File: src/hdl/wts_pkg.sv
`default_nettype none
// ----------------------------------------------------------------------------
// wts_pkg
// Shared types and constants of the world-to-screen projection block.
// ----------------------------------------------------------------------------
package wts_pkg;

    // quotient bits kept by the divider; ratios are capped at 2^40
    localparam int QUOT_BITS = 41;
    localparam logic [QUOT_BITS-1:0] RATIO_CAP = QUOT_BITS'(1) << (QUOT_BITS - 1);

    // config register indexes
    localparam logic [1:0] CFG_WIDTH  = 2'd0;
    localparam logic [1:0] CFG_HEIGHT = 2'd1;

    // input func codes
    localparam logic FUNC_WRITE   = 1'b0;
    localparam logic FUNC_PROJECT = 1'b1;

    // one queued projection request: the point and matrix rows 0, 1 and 3
    typedef struct packed {
        logic signed [31:0]  px;
        logic signed [31:0]  py;
        logic signed [31:0]  pz;
        logic [11:0][31:0]   mrow;
    } wts_job_t;

endpackage
`default_nettype wire

File: src/hdl/wts_front.sv
`default_nettype none
// ----------------------------------------------------------------------------
// wts_front
// Accepts input requests, applies matrix writes, queues projections.
// ----------------------------------------------------------------------------
module wts_front (
    input  wire logic               clk,
    input  wire logic               rstn,
    input  wire logic               s_valid,
    output logic                    s_ready,
    input  wire logic               s_func,
    input  wire logic [3:0]         s_entry_index,
    input  wire logic signed [31:0] s_entry_value,
    input  wire logic signed [31:0] s_point_x,
    input  wire logic signed [31:0] s_point_y,
    input  wire logic signed [31:0] s_point_z,
    output logic                    push,
    input  wire logic               push_ready,
    output wts_pkg::wts_job_t       job
);
    logic [15:0][31:0] mat_reg;
    logic              accept;

    assign s_ready = push_ready;
    assign accept  = s_valid && s_ready;
    assign push    = accept && (s_func == wts_pkg::FUNC_PROJECT);

    always_comb begin
        job.px = s_point_x;
        job.py = s_point_y;
        job.pz = s_point_z;
        for (int k = 0; k < 4; k++) begin
            job.mrow[k]     = mat_reg[k];
            job.mrow[4 + k] = mat_reg[4 + k];
            job.mrow[8 + k] = mat_reg[12 + k];
        end
    end

    always_ff @(posedge clk) begin
        if (!rstn) begin
            mat_reg <= '0;
        end else if (accept && (s_func == wts_pkg::FUNC_WRITE)) begin
            mat_reg[s_entry_index] <= s_entry_value;
        end
    end

endmodule
`default_nettype wire

File: config.mk
export PLATFORM = sky130hd
export DESIGN_NAME = wts_front
export DESIGN_NICKNAME = d
export VERILOG_FILES = /design/src/hdl/wts_pkg.sv /design/src/hdl/wts_front.sv
export SDC_FILE = /design/constraint.sdc
export NUM_CORES = 1
export LEC_CHECK = 0
export BUFFER_PORTS_ARGS = -buffer_cell sky130_fd_sc_hd__buf_4
export CAP_MARGIN = 20
export CORE_MARGIN = 4
export CORE_UTILIZATION = 25
export DETAILED_ROUTE_END_ITERATION = 12
export GPL_ROUTABILITY_DRIVEN = 0
export HOLD_SLACK_MARGIN = 0.1
export SLEW_MARGIN = 20
export SYNTH_ARGS = -nofsm -noshare
export SYNTH_HDL_FRONTEND = slang
export SYNTH_SLANG_ARGS = --single-unit
File: constraint.sdc
create_clock -name clk -period 2.2 [get_ports clk]
set_clock_uncertainty 0.1 [all_clocks]
set_input_delay 0.33 -clock clk [delete_from_list [all_inputs] [get_ports clk]]
set_output_delay 0.33 -clock clk [all_outputs]
set_load 0.02 [all_outputs]
* Yosys cells after proc, flatten, opt, wreduce, memory -nomap -nowiden
Cells that the tools add are included.
** Word-level totals
- Output and inout port bits :: 482
- Input port bits :: 137
- Flip-flop bits (word level) :: 512
- Logic and storage cells :: 26
** Cells by class
- Magnitude comparators :: 2
- Reduce and logical (&&, ||, !) cells :: 4
- Multiplexer cells :: 3
- Bitwise logic cells :: 1
** Operators with widths (count)
- 512-bit bitwise mux :: 1
- 32-bit demux with 4-bit select :: 1
- 32-bit two-way mux :: 1
- 4-bit by 5-bit < comparator with 1-bit output (second input constant) :: 1
- 4-bit by 1-bit >= comparator with 1-bit output (second input constant) :: 1
- 1-bit logical AND :: 4
- 1-bit NOT :: 1

* Logic depth before layout (Yosys ltp)
- Word-level depth :: 5
- Depth in mapped cells :: 6
- Depth with buffers taken out :: 3

* Least setup slack after synthesis
OpenSTA, ideal clock, no wires.
- Kind :: in2reg
- From :: input s_entry_index[0]
- To :: register mat_reg, in the netlist job[257]
- Data required time :: 1.968 ns
- Cell stages on the path :: 5
- Setup time :: 0.132 ns
- Arrival :: 1.425 ns
- Buffers on the path :: 3
- Slack :: 0.543 ns
- Cell sequence :: buf_2 > or4_4 > buf_6 > buf_6 > mux2i_1
** On the way
- Longest elaborated chain between the ends :: 5
- Elaborated cells on any way between the ends :: 6
- Those cells by class :: 2 x order compare; 3 x mux; 1 x reduce/logical
** Ends and longest elaborated chain
- start, declared :: RTL line wts_front.sv:12 : input wire logic [3:0] s_entry_index,
- 4-bit by 5-bit < comparator with 1-bit output (not written as such) or 4-bit by 1-bit >= comparator with 1-bit output (tied branches) :: RTL line wts_front.sv:43 : mat_reg[s_entry_index] <= s_entry_value;
- 1-bit logical AND (not written as such) :: RTL line wts_front.sv:43
- 32-bit two-way mux (not written as such) :: RTL line wts_front.sv:43
- 32-bit demux with 4-bit select * :: RTL line wts_front.sv:43
- 512-bit bitwise mux * :: RTL line wts_front.sv:43
- end signal, assigned by index :: RTL line wts_front.sv:43
- end, declared :: RTL line wts_front.sv:21 : logic [15:0][31:0] mat_reg;
Mark *: on every way between the ends. The rest lies on a longest branch, timed or not.
A chain may end at the register's enable or synchronous reset.

==> metrics.md <==
| Metric | Value |
|---|---|
| Status | `completed` |
| DR WL met2 | `24,500 um` |
| Routed met1 length | `19,700 um` |
| Worst hold path depth | `4` |
| # rows | `88` |
| Final hold violation count | `0` |
| DR pass1 iterations | `5` |
| Mux cell area share after synthesis | `26.3%` |
| Critical Path RT | `2.57 ns` |
| Top_reg_cell synth | `dfxtp_1` |
| WL/cell | `19.9 um` |
| Final Critical Period | `about 1.9 ns` |
| MaxCap Viol Count | `0` |
| Syn Nets | `1,559` |
| Hold Crit Class | `primary input to flip-flop` |
| Pins Over Slew Limit | `0` |
| Simple logic cell fraction of the synthesized area | `between 10% and 20%` |
| Core ar. | `57,800 um^2` |
| Synth cell types | `23` |
| Initial Utilization | `about a quarter` |
| Worst-Skew Late Latency | `0.55 ns` |
| First-pass GRT wire length | `~73,000 um` |
| IO buf count | `426` |
| Synth area leaders | `dfxtp_1, mux2i_1, nand2_1` |
| Max_slew headroom | `51.1%` |
| Post-synth EDFFs | `0` |
| Initial antenna violation count | `0` |
| Largest family of logic cells by synthesized area | `multiplexers` |
| Critical path's largest stage delay | `0.57 ns` |
| DR vias/cell | `4.32` |
| Max Freq | `0.541 GHz` |
| Pin count of the biggest net entering global routing | `44` |
| Detail Placement HPWL | `about 34,000 um` |
| Vias in the first global route | `11.2k` |
| Root Buffer | `clkbuf_16` |
| Post-synthesis sequential area ratio | `52.5%` |
| DRC | `0` |
| Post-CTS Setup Inserts | `0` |
| Setup repair after global routing missed its margin | `no` |
| Yosys reg bits | `384` |
| Post-Syn Area | `14,600 um^2` |
| Die Wd | `250 um` |
| CTS tree | `done` |
| Full die area | `62,500 um^2` |
| VDD IR max | `0.393 mV` |
| Max H-tree Level | `2` |
| Worst-case clock buffer depth | `3` |
| Net count, final | `1,856` |
| Crit-path slowest cell | `dlygate4sd3_1` |
| Cts hold-fix bufs | `1` |
| Vias | `10.9k` |
| Setup crit end kind | `flip-flop` |
| All-Layer GR Usage | `15.2%` |
| Placed cell count | `between 2k and 2.5k` |
| Post-synthesis xor/xnor area fraction | `0%` |
| Crit-path max FO | `39` |
| Yosys top cell area share | `between 50% and 60%` |
| Compound-gate portion of the synthesized area | `0%` |
| Met3 WL | `3790 um` |
| Share of cells above drive strength 1 | `31.2%` |
| Clk slew on worst S/H paths | `around 0.06 ns` |
| Top routing layer in use | `met5` |
| Worst Setup Start Kind | `primary input` |
| Ys async rst share | `0%` |
| Area leader, netlist | `dfxtp_1` |
| Initial drt markers | `445` |
| Post-CTS resize count | `0` |
| Die Span Y | `250 um` |
| Number of routed nets with antenna violations | `0` |
| Syn Area/Cell | `10.3 um^2` |
| ANT cells | `0` |
| Layout area overhead | `32.7%` |
| Setup Viol. Count Final | `0` |
| Crit-path cells | `dlygate4sd3_1, buf_8, buf_12, nand2_1, mux2i_1` |
| Max reg flops | `384` |
| Cells after synthesis | `1,422` |
| Worst r2r path cells | `2` |
| PwrDens | `757 nW/um^2` |
| Overflow after GRT | `0` |
| Slew @ Worst Pin | `0.732 ns` |
| Clock buffer count from CTS | `43` |
| YS warnings | `0` |
| Crit Path Category | `primary input to flip-flop` |
| Post-Synth Adder-Cell Area | `0%` |
| Io pins | `~620` |
| Setup TNS Final | `0 ns` |
| Crit path DAT | `2.22 ns` |
| Leak | `about 8.8 nW` |
| Final Non-Filler Cells | `2,514` |
| Drt total wl | `~50,000 um` |
| Final critical-path share of the clock period | `84.1%` |
| # clock sinks | `384` |
## logic make-up after synthesis
logic type    after synthesis
flops                     384
buf+inv                   218
mux                       384
simple gates              436
## layout make-up
cell class | instances | area [um^2]
fill | 5851 | 38400
sequential | 384 | 7690
multi-input combinational | 820 | 5660
timing repair buffer | 469 | 3740
clock buffer | 61 | 1210
tap | 765 | 957
clock inverter | 14 | 156
inverter | 1 | 3.75
## cell usage after synthesis, types with 2 or more instances
| cell type | number |
|---|---|
| nor2_1 | 2 |
| buf_2 | 18 |
| buf_6 | 7 |
| nor4b_4 | 2 |
| nor3_2 | 2 |
| nand3_1 | 2 |
| dfxtp_1 | 384 |
| buf_1 | 6 |
| nand2_1 | 417 |
| nor4_4 | 2 |
| clkbuf_1 | 73 |
| buf_4 | 113 |
| mux2i_1 | 384 |
## critical path: cells and delay by family
family	cells	cell delay (ns)
buf+inv	3	1.08
mux	1	0.30
simple gates	1	0.44
## cell usage in the layout, fill, tap and decap left out, drive strengths merged, types with 3 or more instances in the layout
cell,count
clkbuf,61
buf,468
dfxtp,384
mux2i,384
bufinv,3
clkinv,8
inv,4
nand2,418
## per-layer routing
metal  vias up  track usage [%]
met2       391             26.3
met1      5204             17.1
met5         -            0.386
li1       5138                -
met4         2             6.23
met3       135             5.04
## metrics by stage
step | hold WS (ns) | instance area [um^2] | utilization, % | power [W] | setup slack (ns)
after floorplan | 0.415 | 14600 | - | 0.00773 | 0.543
after global placement | 0.342 | 18000 | 31.2 | 0.00777 | 0.291
after detailed placement | 0.347 | 18000 | 31.2 | 0.00778 | 0.256
after CTS | 0.125 | 19400 | 33.6 | 0.0149 | 0.330
after global routing | 0.139 | 19400 | 33.6 | 0.0152 | 0.211
final | 0.158 | 19400 | 33.6 | 0.0147 | 0.350
## path summary, 6_finish.rpt
kind | from | to | slack [ns]
worst max register to register | job[77]$_SDFFE_PN0P_ | job[77]$_SDFFE_PN0P_ | 1.44
worst max-delay path | rstn | job[73]$_SDFFE_PN0P_ | 0.35
worst min-delay path | s_entry_value[3] | job[259]$_SDFFE_PN0P_ | 0.16
worst min register to register | job[105]$_SDFFE_PN0P_ | job[105]$_SDFFE_PN0P_ | 0.35
## power breakdown
part	switching [W]	leakage, nW	internal, W
Clock	0.00289	0.680	0.00419
Combinational	0.000433	5.04	0.000189
Sequential	0.0000163	3.09	0.00698
Total	0.00334	8.81	0.0114
Note: power is estimated with default switching activity, not from simulation.
