<file path="config.mk">
export PLATFORM = sky130hd
export DESIGN_NAME = wts_fifo
export DESIGN_NICKNAME = d
export VERILOG_FILES = /design/src/hdl/wts_pkg.sv /design/src/hdl/wts_fifo.sv
export SDC_FILE = /design/constraint.sdc
export NUM_CORES = 1
export LEC_CHECK = 0
export BUFFER_PORTS_ARGS = -buffer_cell sky130_fd_sc_hd__buf_2
export CELL_PAD_IN_SITES_DETAIL_PLACEMENT = 1
export CELL_PAD_IN_SITES_GLOBAL_PLACEMENT = 2
export CORE_AREA = 2 2 375 377
export CTS_BUF_LIST = sky130_fd_sc_hd__clkbuf_4
export CTS_CLUSTER_DIAMETER = 80
export DETAILED_ROUTE_END_ITERATION = 16
export DIE_AREA = 0 0 377 379
export PLACE_DENSITY = 0.57
export SLEW_MARGIN = 20
export SYNTH_ARGS = -nofsm -noshare
export SYNTH_HDL_FRONTEND = slang
export SYNTH_SLANG_ARGS = --single-unit
</file>
<file path="constraint.sdc">
create_clock -name clk -period 58.1 [get_ports clk]
set_input_delay 8.715 -clock clk [delete_from_list [all_inputs] [get_ports clk]]
set_output_delay 8.715 -clock clk [all_outputs]
set_load 0.01 [all_outputs]
</file>
<file path="src/hdl/wts_pkg.sv">
`default_nettype none
// ----------------------------------------------------------------------------
// wts_pkg
// Shared types and constants of the world-to-screen projection block.
// ----------------------------------------------------------------------------
package wts_pkg;

    // quotient bits kept by the divider; ratios are capped at 2^40
    localparam int QUOT_BITS = 41;
    localparam logic [QUOT_BITS-1:0] RATIO_CAP = QUOT_BITS'(1) << (QUOT_BITS - 1);

    // config register indexes
    localparam logic [1:0] CFG_WIDTH  = 2'd0;
    localparam logic [1:0] CFG_HEIGHT = 2'd1;

    // input func codes
    localparam logic FUNC_WRITE   = 1'b0;
    localparam logic FUNC_PROJECT = 1'b1;

    // one queued projection request: the point and matrix rows 0, 1 and 3
    typedef struct packed {
        logic signed [31:0]  px;
        logic signed [31:0]  py;
        logic signed [31:0]  pz;
        logic [11:0][31:0]   mrow;
    } wts_job_t;

endpackage
`default_nettype wire

</file>
<file path="src/hdl/wts_fifo.sv">
`default_nettype none
// ----------------------------------------------------------------------------
// wts_fifo
// Two-entry queue of projection requests between front and back.
// ----------------------------------------------------------------------------
module wts_fifo (
    input  wire logic             clk,
    input  wire logic             rstn,
    input  wire logic             push,
    output logic                  push_ready,
    input  wire wts_pkg::wts_job_t push_data,
    output logic                  pop_valid,
    input  wire logic             pop_ready,
    output wts_pkg::wts_job_t     pop_data
);
    wts_pkg::wts_job_t mem_reg [2];
    logic              wptr_reg, wptr_next;
    logic              rptr_reg, rptr_next;
    logic [1:0]        count_reg, count_next;
    logic              do_push, do_pop;

    assign push_ready = (count_reg != 2'd2);
    assign pop_valid  = (count_reg != 2'd0);
    assign pop_data   = mem_reg[rptr_reg];
    assign do_push    = push && push_ready;
    assign do_pop     = pop_valid && pop_ready;

    always_comb begin
        wptr_next  = do_push ? ~wptr_reg : wptr_reg;
        rptr_next  = do_pop ? ~rptr_reg : rptr_reg;
        count_next = count_reg + {1'b0, do_push} - {1'b0, do_pop};
    end

    always_ff @(posedge clk) begin
        if (!rstn) begin
            wptr_reg  <= 1'b0;
            rptr_reg  <= 1'b0;
            count_reg <= 2'd0;
        end else begin
            wptr_reg  <= wptr_next;
            rptr_reg  <= rptr_next;
            count_reg <= count_next;
        end
    end

    always_ff @(posedge clk) begin
        if (do_push) begin
            mem_reg[wptr_reg] <= push_data;
        end
    end

endmodule
`default_nettype wire

</file>
After elaboration in Yosys (flattened, before gate mapping)
Memory sizes are Yosys's and may differ from the RTL's. A register that Yosys moved wholly into a read port is not among the register bits.
Index checks and enable logic that the tools add are counted.
- equality and inequality tests: 1
- muxes and demuxes: 4
- reduce and logical (&&, ||, !) cells: 3
- add/sub/neg operators: 2
- bitwise operators: 2
- operators with widths (operator ; count):
    two-way mux 1 bit ; 4
    adder 2 x 1 -> 2 bit ; 1
    logical AND 1 bit ; 2
    inequality test 2 bit (second input constant) ; 1
    NOT 1 bit ; 2
    nonzero test 2 bit ; 1
    subtractor 2 x 1 -> 2 bit ; 1
- bits in writable memories: 960
- word-level logic and storage cells: 16
- memories: 1
- output and inout bits: 482
- flip-flop bits (word level): 4
- memory list (memory ; words ; width ; read ports ; clocked after memory_dff ; write ports ; line ; RTL):
    mem_reg ; 2 ; 480 ; 1 ; 1 ; 1 ; wts_fifo.sv:16 ; wts_pkg::wts_job_t mem_reg [2];

Longest topological paths before layout
Gate-level depths: netlist of run 1.
- depth after elaboration: 4
- depth in mapped cells: 8
- depth with buffers taken out: 8

Least setup slack after synthesis of run 1
No wires, ideal clock.
- path type: input -> register
- start point: input port push
- end point: memory mem_reg[0][0] (netlist name) (enable)
- setup slack: 28.103 ns
- arrival: 28.663 ns
- buffers on the path: 0
- stages on the path: 2
- data required time: 56.766 ns
- path through: nand2_1 -> nor2_1
- cells in the longest elaborated chain, start to end: 3
- ends and longest elaborated chain (element ; line ; RTL):
    start: declaration ; wts_fifo.sv:9 ; input wire logic push,
    logical AND 1 bit ; wts_fifo.sv:25 ; assign do_push = push && push_ready;
    two-way mux 1 bit ; wts_fifo.sv:47 ; if (do_push) begin
    two-way mux 1 bit (not written as such) ; wts_fifo.sv:48 ; mem_reg[wptr_reg] <= push_data;
    end: declaration ; wts_fifo.sv:16 ;
No other way between the ends.

==> results of run 1 <==
==> logic make-up (layout without fill, tap and decap cells) <==
logic type      after synthesis  after routing  synth area share [%]
flops                       965            965                  83.0
buf+inv                      54           1448                  1.17
compound gates                1              1                0.0215
xor+xnor                      3              3                0.0754
fa+ha+maj                     2              2                0.0718
simple gates                 11             11                 0.176
mux                         481            481                  15.5
other cells                   0             36                     0
==> placed cells by master (no fill, tap or decap), drive strengths merged, types with 2 or more instances in the layout <==
| cell | instances |
|---|---|
| buf | 986 |
| edfxtp | 960 |
| mux2 | 480 |
| clkbuf | 398 |
| clkinv | 57 |
| diode | 36 |
| inv | 5 |
| dfxtp | 5 |
| xnor2 | 3 |
| nand2b | 2 |
| nand2 | 2 |
| nor2b | 2 |
| and2 | 2 |
| ha | 2 |
| bufinv | 2 |
==> area by class of cell <==
type	count	area, sq um
Tap cell	1807	2260
Multi-Input combinational cell	498	5550
Clock buffer	398	2990
Inverter	1	3.75
Antenna cell	36	90.1
Sequential cell	965	28900
Clock inverter	63	299
Timing Repair Buffer	986	5020
Fill cell	14600	93700
==> per-stage QoR <==
| step | cell area (sq um) | utilization [%] |
|---|---|---|
| 2_1_floorplan | 34900 | - |
| 3_3_place_gp | 41700 | 30.1 |
| 3_5_place_dp | 41700 | 30.1 |
| 4_1_cts | 45000 | 32.4 |
| 5_1_grt | 45100 | 32.5 |
| 6_report | 45100 | 32.5 |
==> metal layers <==
metal	up-vias	GRT usage, %
li1	8730	-
met1	9747	15.0
met2	956	24.0
met3	276	8.73
met4	50	6.53
met5	-	0
==> worst max-delay path, delay by kind of cell, from the launching register on <==
kind / cells / cell delay (ns)
mux: 1 / 0.43
flops: 1 / 0.72
buf+inv: 4 / 2.70
==> how the worst max path moves through the flow <==
stage                           end  cells past startpoint
global route          pop_data[115]                      5
CTS                   pop_data[111]                      5
global placement    mem_reg[1][112]                      6
finish                pop_data[111]                      5
detailed placement  mem_reg[1][110]                      6
floorplan             mem_reg[0][0]                      2
==> power by group through the flow <==
stage / clock [mW] / sequential (mW) / combinational [mW]
floorplan: 0 / 0.976 / 0.257
global placement: 0 / 0.912 / 0.449
detailed placement: 0 / 0.915 / 0.456
CTS: 0.632 / 0.900 / 0.459
global route: 0.667 / 0.907 / 0.483
finish: 0.601 / 0.898 / 0.445
==> impl_metrics.yaml, run 1 <==
die:
  floorplan.die_area_sq_mm: 0.143
  boundaryPins: 966
  initial_core_util_pct: 25.1
  core_region_area_sq_mm: 0.139
  chipHeight_microns: 379
  dieWidth_microns: 377
  fp-row-count: 137
yosys:
  netlist.area_leader.share_pct: 82.7
  synth.area.top_cells: "edfxtp_1 (83%), mux2_2 (9.0%), mux2_1 (6.5%), buf_6 (0.71%), buf_2 (0.44%)"
  syn_nets: 2003
  synth.cell_area_sq_mm: 0.0349
  synthArstFlopShare_pct: 0
  yosysTopAreaCell: "edfxtp_1"
  avgSynthCellArea_sq_um: 23.0
  post-synth-top-count-cell: "edfxtp_1"
  synth-edff-count: 960
  seq_area_frac_synth_pct: 83.0
  syn_inst: 1517
  synthDistinctLibCells: 18
  synth_common_cells: "edfxtp_1 (960), mux2_2 (280), mux2_1 (200), buf_2 (31), buf_6 (22)"
  ys.flop_type: "edfxtp_1"
  yosysWarnings: 0
  synth_seq_cells: 965
clocking:
  cts.path.max_buffers: 4
  cts_buffers: 285
  cts_tree: "yes"
  htree_num_levels: 5
  holdBufCountCts: 0
  clock_sinks: 965
  cts_root_buf: "clkbuf_4"
  cts_setup_buffers: 0
  clk_pin_slew_ns: 0.06
  clk_latency_ns: 1.18
  cts_resized: 0
sta:
  fin_ws_ns: 44.14
  fin_crit_sh_pct: 24.0
  clock.fmax_mhz: 71.6
  whs_ns: 0.540
  finalMaxSlewViolations: 0
  finalSetupTns_ns: 0
  rsz0062_at_grt: "false"
  worst_pin_slew_ns: 1.06
  period_minus_slack_ns: 13.96
  max-slew-margin-rel_pct: 29.6
  setup_viol: 0
  finalClockSkew_ns: 0.0821
  finalHoldViolCount: 0
power_and_ir_drop:
  p_int_mw: 1.37
  switching_power_uw: 571
  p_comb_share_pct: 22.9
  fin_total_pwr_mw: 1.94
  p_per_area_mw_per_mm2: 43.1
  max-vdd-ir-drop_mv: 0.0204
  pwr-share-clk_pct: 30.9
  static-leakage-power_nw: 16.8
  p_seq_share_pct: 46.2
  p_sw_share_pct: 29.4
route:
  wl_met3_mm: 13.3
  dr.max_layer_used: "met5"
  antenna_left: 0
  wl_mm: 109
  wire_per_inst_microns: 22.9
  via_per_inst: 4.16
  wl_met2_mm: 53.6
  drtIter0Drc: 853
  drcViolationCount: 0
  via_count: 19800
  wl_met1_mm: 38.3
  dr.pass1.iters: 5
global_routing:
  grt_pass1_vias: 21700
  antenna_found_initial: 85
  grt_pass1_wl_mm: 149
  grtUsageTotal_pct: 14.6
  overflow: 0
  grt_max_degree: 131
critical_path:
  r2r_end: "mem_reg[1][464]"
  critPathKind: "reg -> out"
  crit_slowest_cell: "buf_4"
  cpPeakStageDelay_ns: 0.90
  end_kind: "primary output"
  ff2ff_setup_slack_ns: 52.90
  required_ns: 49.39
  regToRegStartpoint: "count_reg[0]"
  r2r_cells: 6
  crit_arrival_ns: 5.24
  crit_top_cell: "buf_4"
  cp_max_fo: 71
  path_cells: "buf_4 -> buf_4 -> buf_4 -> mux2_2 -> buf_2"
  worstSetupStartpointType: "register"
layout:
  fin_nets: 3223
  syn2layout_area_growth_pct: 29.5
  drive_above_1_share_pct: 57.8
  finalNonFillerCells: 4754
  largest_register_ffs: 960
worst_hold_path:
  holdPathEnd: "wptr_reg"
  whs_path_depth: 2
  hp-start: "wptr_reg"
  hold_class: "reg -> reg"
place:
  dpl.hpwl_mm: 78.2
  pre_cts_ws_ns: 44.50
  place.gp.congestion: 0.790
  io_buffers: 965
  dpl.cell_count: 4256
flow_run:
  drv_cap: 0
status:
  outcome: "completed"
(Power assumes the default switching activity.)
==> run 2: changes to the inputs <==
- PLACE_DENSITY: 0.57 -> 0.59
- clock period: 58.1 -> 12.74 ns (I/O delays scaled with it)
==> run 2 against run 1 <==
Clock-buffer cell count up 6; final area about the same; worst setup slack worse by 38 ns; highest routed layer unchanged; largest cell class unchanged.
==> impl_metrics.yaml, run 2 (synthesis gave the netlist of run 1 again) <==
status:
  outcome: "completed"
layout:
  layout_common_cells: "buf_2 (965), edfxtp_1 (960), clkbuf_4 (404)"
  largest_register_ffs: 960
  layout_commonest_cell: "buf_2"
  syn2layout_area_growth_pct: 29.4
  fill_cells: 14500
  drive_above_1_share_pct: 57.8
  fin_nets: 3223
place:
  io_buffers: 965
  dpl.hpwl_mm: 75.4
  place.gp.congestion: 0.800
die:
  fp-row-count: 137
  boundaryPins: 966
  initial_core_util_pct: 25.1
  floorplan.die_area_sq_mm: 0.143
  dieWidth_microns: 377
  chipHeight_microns: 379
  core_region_area_sq_mm: 0.139
global_routing:
  grt_pass1_wl_mm: 148
  grt_max_degree: 155
  grtUsageTotal_pct: 14.4
  overflow: 0
  antenna_found_initial: 89
  grt_pass1_vias: 21800
route:
  antenna_left: 0
  dr.pass1.iters: 4
  via_per_inst: 4.15
  wl_mm: 107
  drcViolationCount: 0
  wire_per_inst_microns: 22.5
  drtIter0Drc: 899
  via_count: 19700
critical_path:
  crit_arrival_ns: 4.48
  required_ns: 10.83
  critPathKind: "reg -> out"
  end_kind: "primary output"
  worstSetupStartpointType: "register"
  cp_max_fo: 151
clocking:
  cts_setup_buffers: 0
  cts_tree: "yes"
  htree_num_levels: 5
  clock_sinks: 965
  clk_latency_ns: 1.13
  holdBufCountCts: 0
  clk_pin_slew_ns: 0.06
  cts_root_buf: "clkbuf_4"
  cts_buffers: 294
  cts.path.max_buffers: 4
  cts_resized: 0
sta:
  finalMaxSlewViolations: 0
  worst_pin_slew_ns: 1.14
  clock.fmax_mhz: 157
  max-slew-margin-rel_pct: 24.1
  whs_ns: 0.537
  finalSetupTns_ns: 0
  rsz0062_at_grt: "false"
  period_minus_slack_ns: 6.39
  fin_crit_sh_pct: 50.1
  finalHoldViolCount: 0
  finalClockSkew_ns: 0.0756
  setup_viol: 0
power_and_ir_drop:
  max-vdd-ir-drop_mv: 0.0995
  static-leakage-power_nw: 16.8
  p_per_area_mw_per_mm2: 197
worst_hold_path:
  hold_class: "reg -> reg"
flow_run:
  drv_cap: 0
-- run 2: cell types whose count changed in the layout (fill, tap and decap cells not counted), sizes merged --
cell and change:
clkbuf +6, buf -9, diode -14, clkinvlp +1, inv +2, bufinv -1
-- run 2: report_power, final --
group,total (mW),switching [mW],leakage [nW],internal (mW)
registers,4.10,0.106,9.01,3.99
clock network,2.75,1.29,2.01,1.47
logic,2.02,1.22,5.75,0.807
-- run 2: final timing paths --
check	from	endpoint	slack [ns]	cells after the start
setup / recovery	register	pop_data[263]	6.35	4
hold / removal	wptr_reg	wptr_reg	0.54	2
setup reg to reg	count_reg[0]	mem_reg[0][186]	8.79	6
hold reg to reg	wptr_reg	wptr_reg	0.54	2
-- run 2: metal layers --
layer	up-vias	routed length (microns)	track usage (%)
met1	9629	36000	14.0
met5	-	181	0
met4	30	2800	5.89
met2	974	55100	25.0
met3	306	12700	8.20
li1	8711	-	-
-- run 2: worst max-delay path: stages, from the launching register on --
cell     delay [ns]
dfxtp_4        0.86
buf_4          0.87
buf_12         0.65
mux2_2         0.47
buf_2          0.15
-- run 2: final cells by class --
class	count	area, sq um	area share, %
tap	1807	2260	5.01
sequential	965	28900	64.1
multi-input combinational	498	5550	12.3
timing repair buffer	977	5010	11.1
clock buffer	404	3030	6.72
antenna	22	55.1	0.122
clock inverter	65	289	0.640
inverter	1	3.75	0.00832
-- run 2: metrics by stage --
| step | std cells | power (mW) | area (sq um) | setup WS (ns) | utilization [%] |
|---|---|---|---|---|---|
| after floorplan | 1517 | 5.40 | 34900 | 3.12 | - |
| after global placement | 4248 | 6.20 | 41800 | 7.37 | 30.1 |
| after detailed placement | 4248 | 6.25 | 41800 | 7.27 | 30.1 |
| after CTS | 4717 | 9.10 | 45100 | 5.98 | 32.5 |
| after global routing | 4732 | 9.38 | 45100 | 5.88 | 32.5 |
| final | 4739 | 8.88 | 45100 | 6.35 | 32.5 |
==> run 3: changes to the inputs <==
- CORE_AREA: 2 2 375 377 -> 2 2 378 380
- DIE_AREA: 0 0 377 379 -> 0 0 380 382
- PLACE_DENSITY: 0.59 -> 0.56
- clock period: 12.74 -> 6.65 ns (I/O delays scaled with it)
==> run 3 against run 2 <==
Critical path depth is 1 lower; clock skew is 0.0033 ns higher; non-clock buffer count is 482 higher; worst hold slack worse by 0.23 ns; highest routed layer unchanged; via count is 8.8% higher; routed wire length is 3.2% higher; largest power group unchanged; core utilization is 3.0 points higher; critical path type unchanged; clock power is 94% higher; total power is 95% higher; critical endpoint is now pop_data[92].
==> impl_metrics.yaml, run 3 (synthesis gave the netlist of run 1 again) <==
clocking:
  cts_tree: "yes"
  clk_latency_ns: 1.15
  clk_pin_slew_ns: 0.05
  cts_buffers: 287
  cts_root_buf: "clkbuf_4"
  clock_sinks: 965
  cts.path.max_buffers: 4
  htree_num_levels: 5
place:
  dpl.hpwl_mm: 76.3
  io_buffers: 965
  post_dp_cell_area_sq_mm: 0.0419
  place.gp.congestion: 0.807
critical_path:
  crit_arrival_ns: 3.41
  required_ns: 5.65
  worstSetupStartpointType: "register"
  critPathKind: "reg -> out"
  cp_max_fo: 142
  cpPeakStageDelay_ns: 0.75
  regToRegStartpoint: "count_reg[0]"
  end_kind: "primary output"
  path_delay_family: "flip-flops"
  crit_slowest_cell: "dfxtp_4"
  path_cells: "buf_12 -> mux2_2 -> buf_2"
  critPathBufInv: 2
die:
  floorplan.die_area_sq_mm: 0.145
  dieWidth_microns: 380
  fp-row-count: 138
  boundaryPins: 966
  core_region_area_sq_mm: 0.141
  initial_core_util_pct: 24.7
  chipHeight_microns: 382
sta:
  worst_pin_slew_ns: 1.25
  finalHoldViolCount: 0
  rsz0062_at_grt: "false"
  fin_crit_sh_pct: 66.3
  finalClockSkew_ns: 0.0789
  setup_viol: 0
  clock.fmax_mhz: 227
  finalSetupTns_ns: 0
  period_minus_slack_ns: 4.41
  max-slew-margin-rel_pct: 16.7
  whs_ns: 0.305
  finalMaxSlewViolations: 0
power_and_ir_drop:
  switching_power_mw: 5.06
  p_seq_share_pct: 45.4
  p_sw_share_pct: 29.2
  p_per_area_mw_per_mm2: 346
  p_comb_share_pct: 23.8
  max-vdd-ir-drop_mv: 0.233
  pwr-share-clk_pct: 30.8
  p_int_mw: 12.3
  static-leakage-power_nw: 18.8
  fin_total_pwr_mw: 17.3
route:
  via_count: 21400
  dr.max_layer_used: "met5"
  drtIter0Drc: 880
  wl_met2_mm: 56.2
  antenna_left: 0
  dr.pass1.iters: 5
  via_per_inst: 4.04
  wire_per_inst_microns: 20.9
  wl_met1_mm: 41.2
  wl_met3_mm: 10.2
  drcViolationCount: 0
  wl_mm: 110
layout:
  fin_nets: 3698
  layout_commonest_cell: "buf_2"
  syn2layout_area_growth_pct: 43.6
  drive_above_1_share_pct: 49.7
  largest_register_ffs: 960
  seq_area_sq_mm: 0.0289
  layout_common_cells: "buf_2 (965), edfxtp_1 (960), dlygate4sd3_1 (482)"
  multiInputGateArea_sq_mm: 0.00556
  design_area_sq_mm: 0.0501
  fill_cells: 14800
  fin_util_pct: 35.5
global_routing:
  grt_pass1_wl_mm: 160
  grt_max_degree: 164
  antenna_found_initial: 31
  grtUsageTotal_pct: 14.9
  overflow: 0
  grt_pass1_vias: 24500
status:
  outcome: "completed"
worst_hold_path:
  hp-start: "pop_ready"
  hold_class: "in -> reg"
flow_run:
  drv_cap: 0
## run 3: layout make-up
cell class / count / area share, %
multi-input cells: 498 / 11.1
diodes: 19 / 0.0949
clock inverters: 54 / 0.575
inverters: 1 / 0.00749
well taps: 1890 / 4.72
repair buffers: 1459 / 19.7
clock buffers: 403 / 6.04
flip-flops and latches: 965 / 57.8
## run 3: through the flow
stage | worst slack [ns] | std cells
after floorplan | -1.91 | 1517
after CTS | 1.97 | 5270
after global placement | 3.40 | 4331
after detailed placement | 3.37 | 4331
final | 2.24 | 5289
after global routing | 1.87 | 5282
## run 3: path summary, 6_finish.rpt
kind | end | slack, ns | cells after the start
max | pop_data[92] | 2.24 | 3
min | register | 0.31 | 4
max reg2reg | mem_reg[1][375] | 3.88 | 3
min reg2reg | register | 0.54 | 2
## run 3: power groups by stage
stage	sequential, mW	clock [mW]	combinational (mW)
floorplan	8.09	0	2.25
global placement	7.98	0	3.90
detailed placement	8.01	0	3.94
CTS	7.89	5.60	4.23
global route	7.95	5.92	4.45
finish	7.88	5.33	4.12
## run 3: worst min-delay path: cells and delay by family
kind	cells	cell delay, ns
AOI/OAI and AO/OA	1	0.15
and+or+nand+nor	1	0.10
xor gates and xnor gates	1	0.09
buffers and inverters	1	0.08
## run 3: routing by layer
layer | up-vias | GRT usage (%)
met4 | 4 | 4.94
met2 | 909 | 26.1
met5 | - | 0
li1 | 9639 | -
met3 | 221 | 6.59
met1 | 10600 | 15.9
## run 3: what timing repair did
action	CTS	global route
endpoints found under the hold margin	965	0
setup buffers	0	0
hold buffers	482	0
gates resized for setup	0	0
